===== config.mk =====
export PLATFORM = sky130hd
export DESIGN_NAME = fraction_radix_converter_core_flat
export DESIGN_NICKNAME = d
export VERILOG_FILES = /design/src/hdl/frc_pkg.sv /design/src/hdl/frc_if.sv /design/src/hdl/frc_ctrl.sv /design/src/hdl/frc_dp.sv /design/src/hdl/fraction_radix_converter_core.sv /design/src/flat_wrapper.sv
export SDC_FILE = /design/constraint.sdc
export NUM_CORES = 1
export LEC_CHECK = 0
export CAP_MARGIN = 30
export CORE_ASPECT_RATIO = 1.4
export CORE_MARGIN = 5
export CORE_UTILIZATION = 65
export DETAILED_ROUTE_END_ITERATION = 10
export DONT_BUFFER_PORTS = 1
export PLACE_DENSITY = 0.81
export REMOVE_ABC_BUFFERS = 1
export SKIP_CTS_REPAIR_TIMING = 1
export SLEW_MARGIN = 5
export SYNTH_ARGS = -nofsm -noshare
export SYNTH_HDL_FRONTEND = slang
export SYNTH_SLANG_ARGS = --single-unit
export TNS_END_PERCENT = 100

===== constraint.sdc =====
create_clock -name clk -period 10.7 [get_ports clk]
set_input_delay 1.07 -clock clk [delete_from_list [all_inputs] [get_ports clk]]
set_output_delay 1.07 -clock clk [all_outputs]
set_load 0.02 [all_outputs]

===== src/hdl/frc_pkg.sv =====
// Shared types, constants and a helper function for the fraction radix converter.
`timescale 1ns / 1ps

package frc_pkg;

  localparam int unsigned MaxDecimalDigits = 9;
  localparam int unsigned MaxBinaryBits    = 27;

  localparam int unsigned NumW   = 30;  // numerator and result width
  localparam int unsigned DigW   = 4;   // decimal_digits register width
  localparam int unsigned BitW   = 5;   // binary_bits register width
  localparam int unsigned CntW   = 5;   // step counter width
  localparam int unsigned CfgIdxW = 2;
  localparam int unsigned CfgDatW = 5;

  localparam logic [CfgIdxW-1:0] CFG_DECIMAL_DIGITS = 2'd0;
  localparam logic [CfgIdxW-1:0] CFG_BINARY_BITS    = 2'd1;

  localparam logic ACT_DEC_TO_BIN = 1'b0;
  localparam logic ACT_BIN_TO_DEC = 1'b1;

  localparam logic [DigW-1:0] DecimalDigitsReset = 4'd7;
  localparam logic [BitW-1:0] BinaryBitsReset    = 5'd16;

  typedef enum logic {
    S_IDLE,
    S_RUN
  } frc_state_t;

  typedef struct packed {
    logic load;
    logic step;
    logic commit;
  } frc_cmd_t;

  typedef struct packed {
    logic done;
  } frc_sts_t;

  // Ten to the power n, for n in 1..9.
  function automatic logic [NumW-1:0] pow_ten(input logic [DigW-1:0] n);
    logic [NumW-1:0] p;
    case (n)
      4'd1:    p = 30'd10;
      4'd2:    p = 30'd100;
      4'd3:    p = 30'd1000;
      4'd4:    p = 30'd10000;
      4'd5:    p = 30'd100000;
      4'd6:    p = 30'd1000000;
      4'd7:    p = 30'd10000000;
      4'd8:    p = 30'd100000000;
      4'd9:    p = 30'd1000000000;
      default: p = 30'd1;
    endcase
    return p;
  endfunction

endpackage


===== src/hdl/frc_if.sv =====
// Channel interfaces: request items, result items and configuration writes.
`timescale 1ns / 1ps

interface frc_req_if;
  logic                         valid;
  logic                         ready;
  logic                         action;
  logic [frc_pkg::NumW-1:0]     numerator;
  modport source (output valid, output action, output numerator, input ready);
  modport sink   (input valid, input action, input numerator, output ready);
endinterface

interface frc_rsp_if;
  logic                         valid;
  logic                         ready;
  logic [frc_pkg::NumW-1:0]     converted;
  logic                         out_of_range;
  modport source (output valid, output converted, output out_of_range, input ready);
  modport sink   (input valid, input converted, input out_of_range, output ready);
endinterface

interface frc_cfg_if;
  logic                          valid;
  logic                          ready;
  logic [frc_pkg::CfgIdxW-1:0]   index;
  logic [frc_pkg::CfgDatW-1:0]   data;
  modport source (output valid, output index, output data, input ready);
  modport sink   (input valid, input index, input data, output ready);
endinterface


===== src/hdl/frc_ctrl.sv =====
// Controller: sequences load, conversion steps and hand-off to the result register.
`timescale 1ns / 1ps

module frc_ctrl (
  input  logic              clk,
  input  logic              rst,
  input  logic              req_valid,
  output logic              req_ready,
  output logic              rsp_valid,
  input  logic              rsp_ready,
  output frc_pkg::frc_cmd_t cmd,
  input  frc_pkg::frc_sts_t sts
);

  frc_pkg::frc_state_t state, state_next;
  logic out_full, out_full_next;
  logic slot_free;

  assign slot_free = !out_full || rsp_ready;

  always_ff @(posedge clk) begin
    if (rst) begin
      state    <= frc_pkg::S_IDLE;
      out_full <= 1'b0;
    end else begin
      state    <= state_next;
      out_full <= out_full_next;
    end
  end

  always_comb begin
    state_next = state;
    case (state)
      frc_pkg::S_IDLE: begin
        if (req_valid) state_next = frc_pkg::S_RUN;
      end
      frc_pkg::S_RUN: begin
        if (sts.done && slot_free) state_next = frc_pkg::S_IDLE;
      end
      default: state_next = frc_pkg::S_IDLE;
    endcase
  end

  always_comb begin
    req_ready  = 1'b0;
    cmd.load   = 1'b0;
    cmd.step   = 1'b0;
    cmd.commit = 1'b0;
    case (state)
      frc_pkg::S_IDLE: begin
        req_ready = 1'b1;
        cmd.load  = req_valid;
      end
      frc_pkg::S_RUN: begin
        cmd.step   = !sts.done;
        cmd.commit = sts.done && slot_free;
      end
      default: begin
        req_ready = 1'b0;
      end
    endcase
  end

  // The result register stays full until taken, unless a new result lands in it.
  assign out_full_next = cmd.commit || (out_full && !rsp_ready);
  assign rsp_valid     = out_full;

endmodule


===== src/hdl/frc_dp.sv =====
// Datapath: configuration registers, working numerator, accumulator and result register.
`timescale 1ns / 1ps

module frc_dp (
  input  logic                      clk,
  input  logic                      rst,
  frc_cfg_if.sink                   cfg,
  input  logic                      action,
  input  logic [frc_pkg::NumW-1:0]  numerator,
  output logic [frc_pkg::NumW-1:0]  converted,
  output logic                      out_of_range,
  input  frc_pkg::frc_cmd_t         cmd,
  output frc_pkg::frc_sts_t         sts
);

  logic [frc_pkg::DigW-1:0] decimal_digits;
  logic [frc_pkg::BitW-1:0] binary_bits;
  logic [frc_pkg::DigW-1:0] nd;
  logic [frc_pkg::BitW-1:0] nb;

  logic                     mode;
  logic [frc_pkg::NumW-1:0] num;
  logic [frc_pkg::NumW-1:0] denom;
  logic [frc_pkg::NumW-1:0] acc;
  logic [frc_pkg::CntW-1:0] count;
  logic                     flag;
  logic [frc_pkg::NumW-1:0] conv_q;
  logic                     oor_q;

  logic [frc_pkg::NumW-1:0] load_denom;
  logic                     load_oor;
  logic [frc_pkg::BitW-1:0] align_sh;
  logic [26:0]              load_aligned;

  logic [frc_pkg::NumW:0]   dbl;
  logic                     ge;
  logic [frc_pkg::NumW:0]   times_ten;
  logic [3:0]               digit;
  logic [frc_pkg::NumW-1:0] acc_ten;

  assign cfg.ready = 1'b1;

  always_ff @(posedge clk) begin
    if (rst) begin
      decimal_digits <= frc_pkg::DecimalDigitsReset;
      binary_bits    <= frc_pkg::BinaryBitsReset;
    end else if (cfg.valid) begin
      if (cfg.index == frc_pkg::CFG_DECIMAL_DIGITS) begin
        decimal_digits <= cfg.data[frc_pkg::DigW-1:0];
      end else if (cfg.index == frc_pkg::CFG_BINARY_BITS) begin
        binary_bits <= cfg.data;
      end
    end
  end

  // Register values outside their range saturate into the legal range.
  always_comb begin
    if (decimal_digits == '0) begin
      nd = 4'd1;
    end else if (decimal_digits > 4'(frc_pkg::MaxDecimalDigits)) begin
      nd = 4'(frc_pkg::MaxDecimalDigits);
    end else begin
      nd = decimal_digits;
    end
    if (binary_bits == '0) begin
      nb = 5'd1;
    end else if (binary_bits > 5'(frc_pkg::MaxBinaryBits)) begin
      nb = 5'(frc_pkg::MaxBinaryBits);
    end else begin
      nb = binary_bits;
    end
  end

  // Binary input is left-aligned to 27 bits so each digit falls out of the top.
  assign align_sh     = 5'(frc_pkg::MaxBinaryBits) - nb;
  assign load_aligned = numerator[26:0] << align_sh;
  assign load_denom   = frc_pkg::pow_ten(nd);

  always_comb begin
    if (action == frc_pkg::ACT_DEC_TO_BIN) begin
      load_oor = numerator >= load_denom;
    end else begin
      load_oor = {1'b0, numerator} >= ((frc_pkg::NumW+1)'(1) << nb);
    end
  end

  assign dbl       = {num, 1'b0};
  assign ge        = dbl >= {1'b0, denom};
  assign times_ten = {num, 1'b0} + {num[frc_pkg::NumW-3:0], 3'b000};
  assign digit     = times_ten[30:27];
  assign acc_ten   = {acc[frc_pkg::NumW-2:0], 1'b0} + {acc[frc_pkg::NumW-4:0], 3'b000};

  always_ff @(posedge clk) begin
    if (rst) begin
      count <= '0;
    end else if (cmd.load) begin
      if (load_oor) begin
        count <= '0;
      end else if (action == frc_pkg::ACT_DEC_TO_BIN) begin
        count <= nb;
      end else begin
        count <= {1'b0, nd};
      end
    end else if (cmd.step) begin
      count <= count - 5'd1;
    end
  end

  always_ff @(posedge clk) begin
    if (cmd.load) begin
      mode  <= action;
      denom <= load_denom;
      acc   <= '0;
      flag  <= load_oor;
      if (action == frc_pkg::ACT_DEC_TO_BIN) begin
        num <= numerator;
      end else begin
        num <= {3'b000, load_aligned};
      end
    end else if (cmd.step) begin
      if (mode == frc_pkg::ACT_DEC_TO_BIN) begin
        num <= ge ? frc_pkg::NumW'(dbl - {1'b0, denom}) : dbl[frc_pkg::NumW-1:0];
        acc <= {acc[frc_pkg::NumW-2:0], ge};
      end else begin
        num <= {3'b000, times_ten[26:0]};
        acc <= acc_ten + {26'd0, digit};
      end
    end
    if (cmd.commit) begin
      conv_q <= acc;
      oor_q  <= flag;
    end
  end

  assign sts.done     = count == '0;
  assign converted    = conv_q;
  assign out_of_range = oor_q;

endmodule


===== src/hdl/fraction_radix_converter_core.sv =====
// Top level of the fraction radix converter: controller, datapath and checks.
`timescale 1ns / 1ps

// Converts a fixed-point fraction between decimal and binary, one item at a time.
// Action 0 reads numerator over 10^decimal_digits and yields binary_bits bits by
// repeated doubling and compare-subtract; action 1 reads numerator over
// 2^binary_bits and yields decimal_digits digits by repeated multiply-by-ten.
// Both truncate. The steps run in S_RUN; the result is then committed to the
// result register once that register is free, and rsp.valid rises with it. An
// out-of-range numerator skips the steps and returns zero with out_of_range set.
// The controller returns to S_IDLE with the commit and takes the next item only
// then, so one item is in work at a time. The one shared step unit in the
// datapath makes one bit or digit per cycle. A finished result waits in its own
// register, so the next item is accepted while it is still pending. Register
// values outside their range saturate to the nearest legal count.
module fraction_radix_converter_core (
  input  logic      clk,
  input  logic      rst,
  frc_req_if.sink   req,
  frc_rsp_if.source rsp,
  frc_cfg_if.sink   cfg
);

  frc_pkg::frc_cmd_t cmd;
  frc_pkg::frc_sts_t sts;

  frc_ctrl u_ctrl (
    .clk       (clk),
    .rst       (rst),
    .req_valid (req.valid),
    .req_ready (req.ready),
    .rsp_valid (rsp.valid),
    .rsp_ready (rsp.ready),
    .cmd       (cmd),
    .sts       (sts)
  );

  frc_dp u_dp (
    .clk          (clk),
    .rst          (rst),
    .cfg          (cfg),
    .action       (req.action),
    .numerator    (req.numerator),
    .converted    (rsp.converted),
    .out_of_range (rsp.out_of_range),
    .cmd          (cmd),
    .sts          (sts)
  );

  // A flagged item carries a zero result.
  assert property (@(posedge clk) disable iff (rst)
    rsp.valid && rsp.out_of_range |-> rsp.converted == '0)
    else $error("out_of_range item with nonzero result");

  // Only one item is in work at a time.
  assert property (@(posedge clk) disable iff (rst)
    req.valid && req.ready |=> !req.ready)
    else $error("request taken while an item is in work");

  // Results never exceed nine decimal digits.
  assert property (@(posedge clk) disable iff (rst)
    rsp.valid |-> rsp.converted <= 30'd999999999)
    else $error("result exceeds nine decimal digits");

endmodule

===== src/flat_wrapper.sv =====
// flat-port wrapper written by rule: the top's interface ports become plain ports
module fraction_radix_converter_core_flat 
  (clk, rst, req_valid, req_action, req_numerator, req_ready, rsp_valid, rsp_converted, rsp_out_of_range, rsp_ready, cfg_valid, cfg_index, cfg_data, cfg_ready);
  frc_req_if req_i ();
  frc_rsp_if rsp_i ();
  frc_cfg_if cfg_i ();
  input  logic clk;
  input  logic rst;
  input wire logic [$bits(req_i.valid)-1:0] req_valid;
  input wire logic [$bits(req_i.action)-1:0] req_action;
  input wire logic [$bits(req_i.numerator)-1:0] req_numerator;
  output wire logic [$bits(req_i.ready)-1:0] req_ready;
  output wire logic [$bits(rsp_i.valid)-1:0] rsp_valid;
  output wire logic [$bits(rsp_i.converted)-1:0] rsp_converted;
  output wire logic [$bits(rsp_i.out_of_range)-1:0] rsp_out_of_range;
  input wire logic [$bits(rsp_i.ready)-1:0] rsp_ready;
  input wire logic [$bits(cfg_i.valid)-1:0] cfg_valid;
  input wire logic [$bits(cfg_i.index)-1:0] cfg_index;
  input wire logic [$bits(cfg_i.data)-1:0] cfg_data;
  output wire logic [$bits(cfg_i.ready)-1:0] cfg_ready;
  assign req_i.valid = req_valid;
  assign req_i.action = req_action;
  assign req_i.numerator = req_numerator;
  assign req_ready = req_i.ready;
  assign rsp_valid = rsp_i.valid;
  assign rsp_converted = rsp_i.converted;
  assign rsp_out_of_range = rsp_i.out_of_range;
  assign rsp_i.ready = rsp_ready;
  assign cfg_i.valid = cfg_valid;
  assign cfg_i.index = cfg_index;
  assign cfg_i.data = cfg_data;
  assign cfg_ready = cfg_i.ready;
  fraction_radix_converter_core u_core (.clk(clk), .rst(rst), .req(req_i), .rsp(rsp_i), .cfg(cfg_i));
endmodule

* Word level (Yosys, flattened, before mapping)
Memories as Yosys holds them, arrays and structs flattened.
Index checks and enable logic that the tools add are counted.
** Operators by class
- Add/sub/neg operators :: 6
- Magnitude comparators :: 5
- Eq/ne operators :: 1
- Shift operators :: 2
- Mux-type cells :: 21
- Bitwise operators :: 2
- Reduce and logical (&&, ||, !) cells :: 14
** Operator list (number)
- $mux 30 :: 6
- $add 31x31->31 :: 1
- $ge 30x31->1 :: 1
- $ge 31x30->1 :: 1
- $shl 1x5->31 const A :: 1
- $add 30x30->30 :: 1
- $add 30x4->30 :: 1
- $ge 30x30->1 :: 1
- $mux 5 :: 6
- $sub 30x30->30 :: 1
- $shl 27x5->27 :: 1
- $logic_not 5->1 :: 2
- $mux 4 :: 2
- $gt 5x5->1 const B :: 1
- $mux 1 :: 5
- $sub 5x1->5 const B :: 1
- $sub 5x5->5 const A :: 1
- $gt 4x4->1 const B :: 1
- $logic_not 4->1 :: 1
- $logic_not 1->1 :: 3
- $reduce_and 3->1 :: 1
- $eq 2x1->1 const B :: 1
- $logic_and 1x1->1 :: 2
- $logic_not 2->1 :: 1
- other kinds (6) :: 8
** Word-level totals
- Register bits :: 139
- ROM bits :: 480
- Bits of input ports :: 43
- Memories :: 1
** Memory list
- (no name shown) :: depth 16, width 30, read ports 1, clocked after Yosys merged registers in 0, write ports 0, RTL line frc_pkg.sv:43 : case (n)

* Depth between registers and ports, before layout
- Word-level depth :: 8
- Gate-level depth with buffers :: 26
- Depth with buffers taken out :: 26

* Modules after synthesis
Synthesis repeated with hierarchy kept, for this count alone.
** Second synthesis, totals
- Cell total of the unflattened synthesis :: 1491
- Area total of the unflattened synthesis :: 13017.5 um^2
** By module, submodules not included
- frc_dp :: instances 1, cells an instance 1480, area an instance 12919.9 um^2, sequential area each 3463.3 um^2
- frc_ctrl :: instances 1, cells an instance 11, area an instance 97.6 um^2, sequential area each 40.0 um^2

* Worst setup path before layout
No wires, ideal clock.
- Path kind :: register to register
- Start point :: register u_core.u_dp.num[6] (netlist name)
- End point :: register u_core.u_dp.acc[29] (netlist name)
- Arrival time :: 5.259 ns
- Required time :: 10.575 ns
- Path slack :: 5.315 ns
- Cell stages (with the launch flop) :: 25
- Buffers on the path :: 0
- Cell sequence :: edfxtp_1 > ha_1 > a2111oi_4 > o21ai_2 > a311o_1 > a31oi_2 > a211oi_1 > o21a_1 > o21ai_0 > o311ai_0 > a21oi_1 > xnor2_1 > fa_1 > inv_1 > ha_1 > a211oi_1 > o31ai_1 > a311o_1 > a211o_1 > and3_1 > nor3_1 > nor3_1 > o21ai_1 > xor2_1 > o21ai_1
** On the way
- Longest elaborated chain between the ends :: 3
** Ends and longest elaborated chain
- from (decl) :: RTL line frc_dp.sv:22 : logic [frc_pkg::NumW-1:0] num;
- from (signal assigned) :: RTL line frc_dp.sv:116 : num <= numerator;
- from (signal assigned) :: RTL line frc_dp.sv:118 : num <= {3'b000, load_aligned};
- from (signal assigned) :: RTL line frc_dp.sv:122 : num <= ge ? frc_pkg::NumW'(dbl - {1'b0, denom}) : dbl[frc_pkg::NumW-1:0];
- $add 31x31->31 :: RTL line frc_dp.sv:89 : assign times_ten = {num, 1'b0} + {num[frc_pkg::NumW-3:0], 3'b000};
- $add 30x4->30 :: RTL line frc_dp.sv:126 : acc <= acc_ten + {26'd0, digit};
- $mux 30 :: RTL line frc_dp.sv:121 : if (mode == frc_pkg::ACT_DEC_TO_BIN) begin
- to (signal assigned) :: RTL line frc_dp.sv:123 : acc <= {acc[frc_pkg::NumW-2:0], ge};
- to (signal assigned) :: RTL line frc_dp.sv:126
- to (decl) :: RTL line frc_dp.sv:24 : logic [frc_pkg::NumW-1:0] acc;
No other way between the ends.
A chain may end at the register's enable or synchronous reset.

* Final worst setup path
- Start point :: register u_core.u_dp.num[6] (netlist name)
- End point :: register u_core.u_dp.acc[27] (netlist name)
Same word-level chain as after synthesis.

==> results.json <==
{
  "grt_setup_unrepaired": "no",
  "yosysUniqueCellTypes": 85,
  "highest_clock_frequency_the_design_can_meet_ghz": 0.156,
  "cellPowerDensity_mw_per_mm2": 202,
  "initial_core_util_pct": 65.8,
  "dp.final_hpwl_um": 29300,
  "critical_path_required_ns": 11.04,
  "vias_per_cell": 6.75,
  "tritoncts": "yes",
  "peakVddDrop_uv": 172,
  "finalMaxSlewViolations": 0,
  "critical_path.top_delay_family": "compound AO/OA/AOI/OAI gates",
  "finalWirelength_um": 38300,
  "detail_route.drc_violations": 0,
  "grt_use_total_pct": 33.5,
  "core_area_mm2": 0.0198,
  "most_frequent_standard_cell_in_the_layout_excluding_fill_and_tap_cells": "sky130_fd_sc_hd__ha_1",
  "post-route-cell-area_mm2": 0.0139,
  "numCtsBuffers": 17,
  "timing.final.hold_violations": 0,
  "area.growth.synth_to_final_pct": 6.10,
  "grt_first_pass_wirelength_um": 60400,
  "timing.setup.tns_ns": 0,
  "die_y_um": 178,
  "clk_latency_ns": 0.44,
  "worst-slew-pin-transition_ns": 1.03,
  "synth.yosys.warnings": 0,
  "clk_sinks": 132,
  "via_count_of_the_first_global_routing_pass": 12062,
  "clockRootBuffer": "sky130_fd_sc_hd__clkbuf_16",
  "netlist_instances": 1527,
  "drtIter0Drc": 951,
  "post_synth.cell_area_avg_um2": 8.55,
  "cpPeakStageDelay_ns": 0.55,
  "leakage_power_of_the_design_uw": 0.00632,
  "report.final.setup_viol": 0,
  "critPathSlowestCell": "sky130_fd_sc_hd__fa_1",
  "placed_cell_area_mm2": 0.0133,
  "critPathKind": "register to register",
  "number_of_nets_in_the_layout": 1728,
  "final_layout_size_suffix_gt1_share_pct": 5.47,
  "crit_path_start_kind": "register",
  "clock_tree.htree_level_count": 4,
  "die_area_mm2": 0.0231,
  "grt_remaining_overflow": 0,
  "status": "finished clean",
  "via_total_after_detailed_routing": 11928,
  "max_cap_viol_count": 0,
  "async_set_or_reset_register_ratio_after_synthesis_pct": 0,
  "synth_sequential_area_ratio_pct": 26.8,
  "synth.ff_latch_count": 132,
  "maxSlewHeadroom_pct": 31.0,
  "antenna_cells_inserted": 0,
  "grt_start_max_net_pins": 51,
  "antenna_left": 0,
  "synth_area_mm2": 0.0131,
  "final_cycle_share_pct": 59.9,
  "path_max_fanout": 5,
  "fin_skew_ns": 0.0120,
  "cts.reportedPaths.clkPinSlew_ns": 0.06,
  "worstPathBufferInverterCount": 1,
  "timing.final.crit_period_ns": 6.41,
  "num_io_pins": 77,
  "synth_top_area_cells": "sky130_fd_sc_hd__edfxtp_1, sky130_fd_sc_hd__ha_1, sky130_fd_sc_hd__dfxtp_1, sky130_fd_sc_hd__a21oi_1, sky130_fd_sc_hd__mux2i_1",
  "synth_ff_type": "sky130_fd_sc_hd__edfxtp_1",
  "worstHoldPathType": "register to register",
  "most-common-layout-cells": "sky130_fd_sc_hd__ha_1, sky130_fd_sc_hd__a21oi_1, sky130_fd_sc_hd__nand2_1",
  "routabilityCongestion": 0.969,
  "drt_pre_antenna_iters": 8,
  "crit_arrival_ns": 6.75,
  "synth_top_area_share_pct": 19.8,
  "finalNonFillerCells": 1768,
  "synth_largest_area_cell": "sky130_fd_sc_hd__edfxtp_1",
  "grt_antenna_before_repair": 0,
  "drt-wirelength-per-cell_um": 21.6,
  "fp-row-count": 61,
  "timing.critical_path.cells": "ha_1 > nor2_1 > a21oi_1 > a311o_1 > a31oi_2 > a211oi_1 > o21a_1 > o21ai_0 > o311ai_0 > a21oi_1 > xnor2_1 > fa_1 > inv_1 > ha_1 > a211oi_1 > o31ai_1 > a311o_1 > a211o_1 > and3_1 > nor3_1 > o21ai_1 > xnor2_1 > mux2i_1 > o21ai_0",
  "timing.critical_path.to_type": "register",
  "maximum_clock_insertion_buffer_count": 2,
  "placed_cells": 1735,
  "dieWidth_um": 130,
  "synth-edff-count": 86,
  "placement.io_buffers": 0
}
[through the flow]
step	setup WS [ns]	power, uW	hold WS, ns	utilization, %
after global placement	4.76	2160	0.406	66.7
after detailed placement	4.52	2190	0.407	66.8
after CTS	4.38	2780	0.421	69.8
after global routing	4.00	2990	0.438	69.8
after floorplan	5.25	1860	0.400	-
final	4.29	2800	0.426	69.8
[per-layer routing]
layer	GRT usage (%)	routed length [um]	vias to the layer above
met5	0	0	-
met2	58.2	18900	553
met3	6.35	2540	195
met4	26.3	3280	0
met1	34.8	13600	5555
li1	-	-	5625
[final timing paths]
kind | from | depth (start not counted) | slack, ns | end
max | u_core.u_dp.num[6] | 24 | 4.29 | u_core.u_dp.acc[27]
min | u_core.u_dp.flag | 0 | 0.43 | u_core.u_dp.out_of_range
max reg2reg | u_core.u_dp.num[6] | 24 | 4.29 | u_core.u_dp.acc[27]
min reg2reg | u_core.u_dp.flag | 0 | 0.43 | u_core.u_dp.out_of_range
[flip-flops by register name (all words and copies together) (netlist names)]
signal and cells:
u_core.u_dp.decimal_digits 4, u_core.u_dp.num 30, u_core.u_dp.binary_bits 5, u_core.u_dp.denom 23
u_core.u_dp.converted 30, u_core.u_dp.acc 30, u_core.u_ctrl.rsp_valid 1, u_core.u_dp.count 5
u_core.u_ctrl.state 1, u_core.u_dp.out_of_range 1, u_core.u_dp.mode 1, u_core.u_dp.flag 1
[cell families after synthesis]
group / count (synthesis) / share of synthesized area (%)
buffers and inverters: 160 / 5.00
multiplexers: 70 / 5.39
AO/OA/AOI/OAI: 487 / 24.7
adder cells (fa/ha/maj): 182 / 17.7
XOR/XNOR: 74 / 4.96
flip-flops: 132 / 26.8
AND/OR/NAND/NOR: 420 / 15.4
other: 2 / 0.0575
[report_power, final]
part,switching (uW),internal [uW],leakage [uW]
clock,240,344,0.000296
sequential,103,652,0.00120
combinational,856,610,0.00483
[area by class of cell]
cell class / instances / area [um^2]
Inverter: 95 / 357
Multi-Input combinational cell: 1237 / 8920
Fill cell: 1650 / 5990
Timing Repair Buffer: 20 / 161
Tap cell: 252 / 315
Clock inverter: 10 / 80.1
Sequential cell: 132 / 3500
Clock buffer: 22 / 512
[synthesized netlist by cell type (17+ instances only)]
| cell type | count |
|---|---|
| sky130_fd_sc_hd__a211oi_1 | 24 |
| sky130_fd_sc_hd__a21o_1 | 69 |
| sky130_fd_sc_hd__a21oi_1 | 141 |
| sky130_fd_sc_hd__clkbuf_1 | 45 |
| sky130_fd_sc_hd__dfxtp_1 | 46 |
| sky130_fd_sc_hd__edfxtp_1 | 86 |
| sky130_fd_sc_hd__ha_1 | 178 |
| sky130_fd_sc_hd__inv_1 | 93 |
| sky130_fd_sc_hd__mux2i_1 | 68 |
| sky130_fd_sc_hd__nand2_1 | 126 |
| sky130_fd_sc_hd__nand2b_1 | 24 |
| sky130_fd_sc_hd__nand3_1 | 49 |
| sky130_fd_sc_hd__nand4_1 | 20 |
| sky130_fd_sc_hd__nor2_1 | 112 |
| sky130_fd_sc_hd__nor2b_1 | 17 |
| sky130_fd_sc_hd__nor3_1 | 18 |
| sky130_fd_sc_hd__o21ai_0 | 95 |
| sky130_fd_sc_hd__xnor2_1 | 40 |
| sky130_fd_sc_hd__xor2_1 | 34 |
No activity file was read; power rests on OpenSTA's default activity.
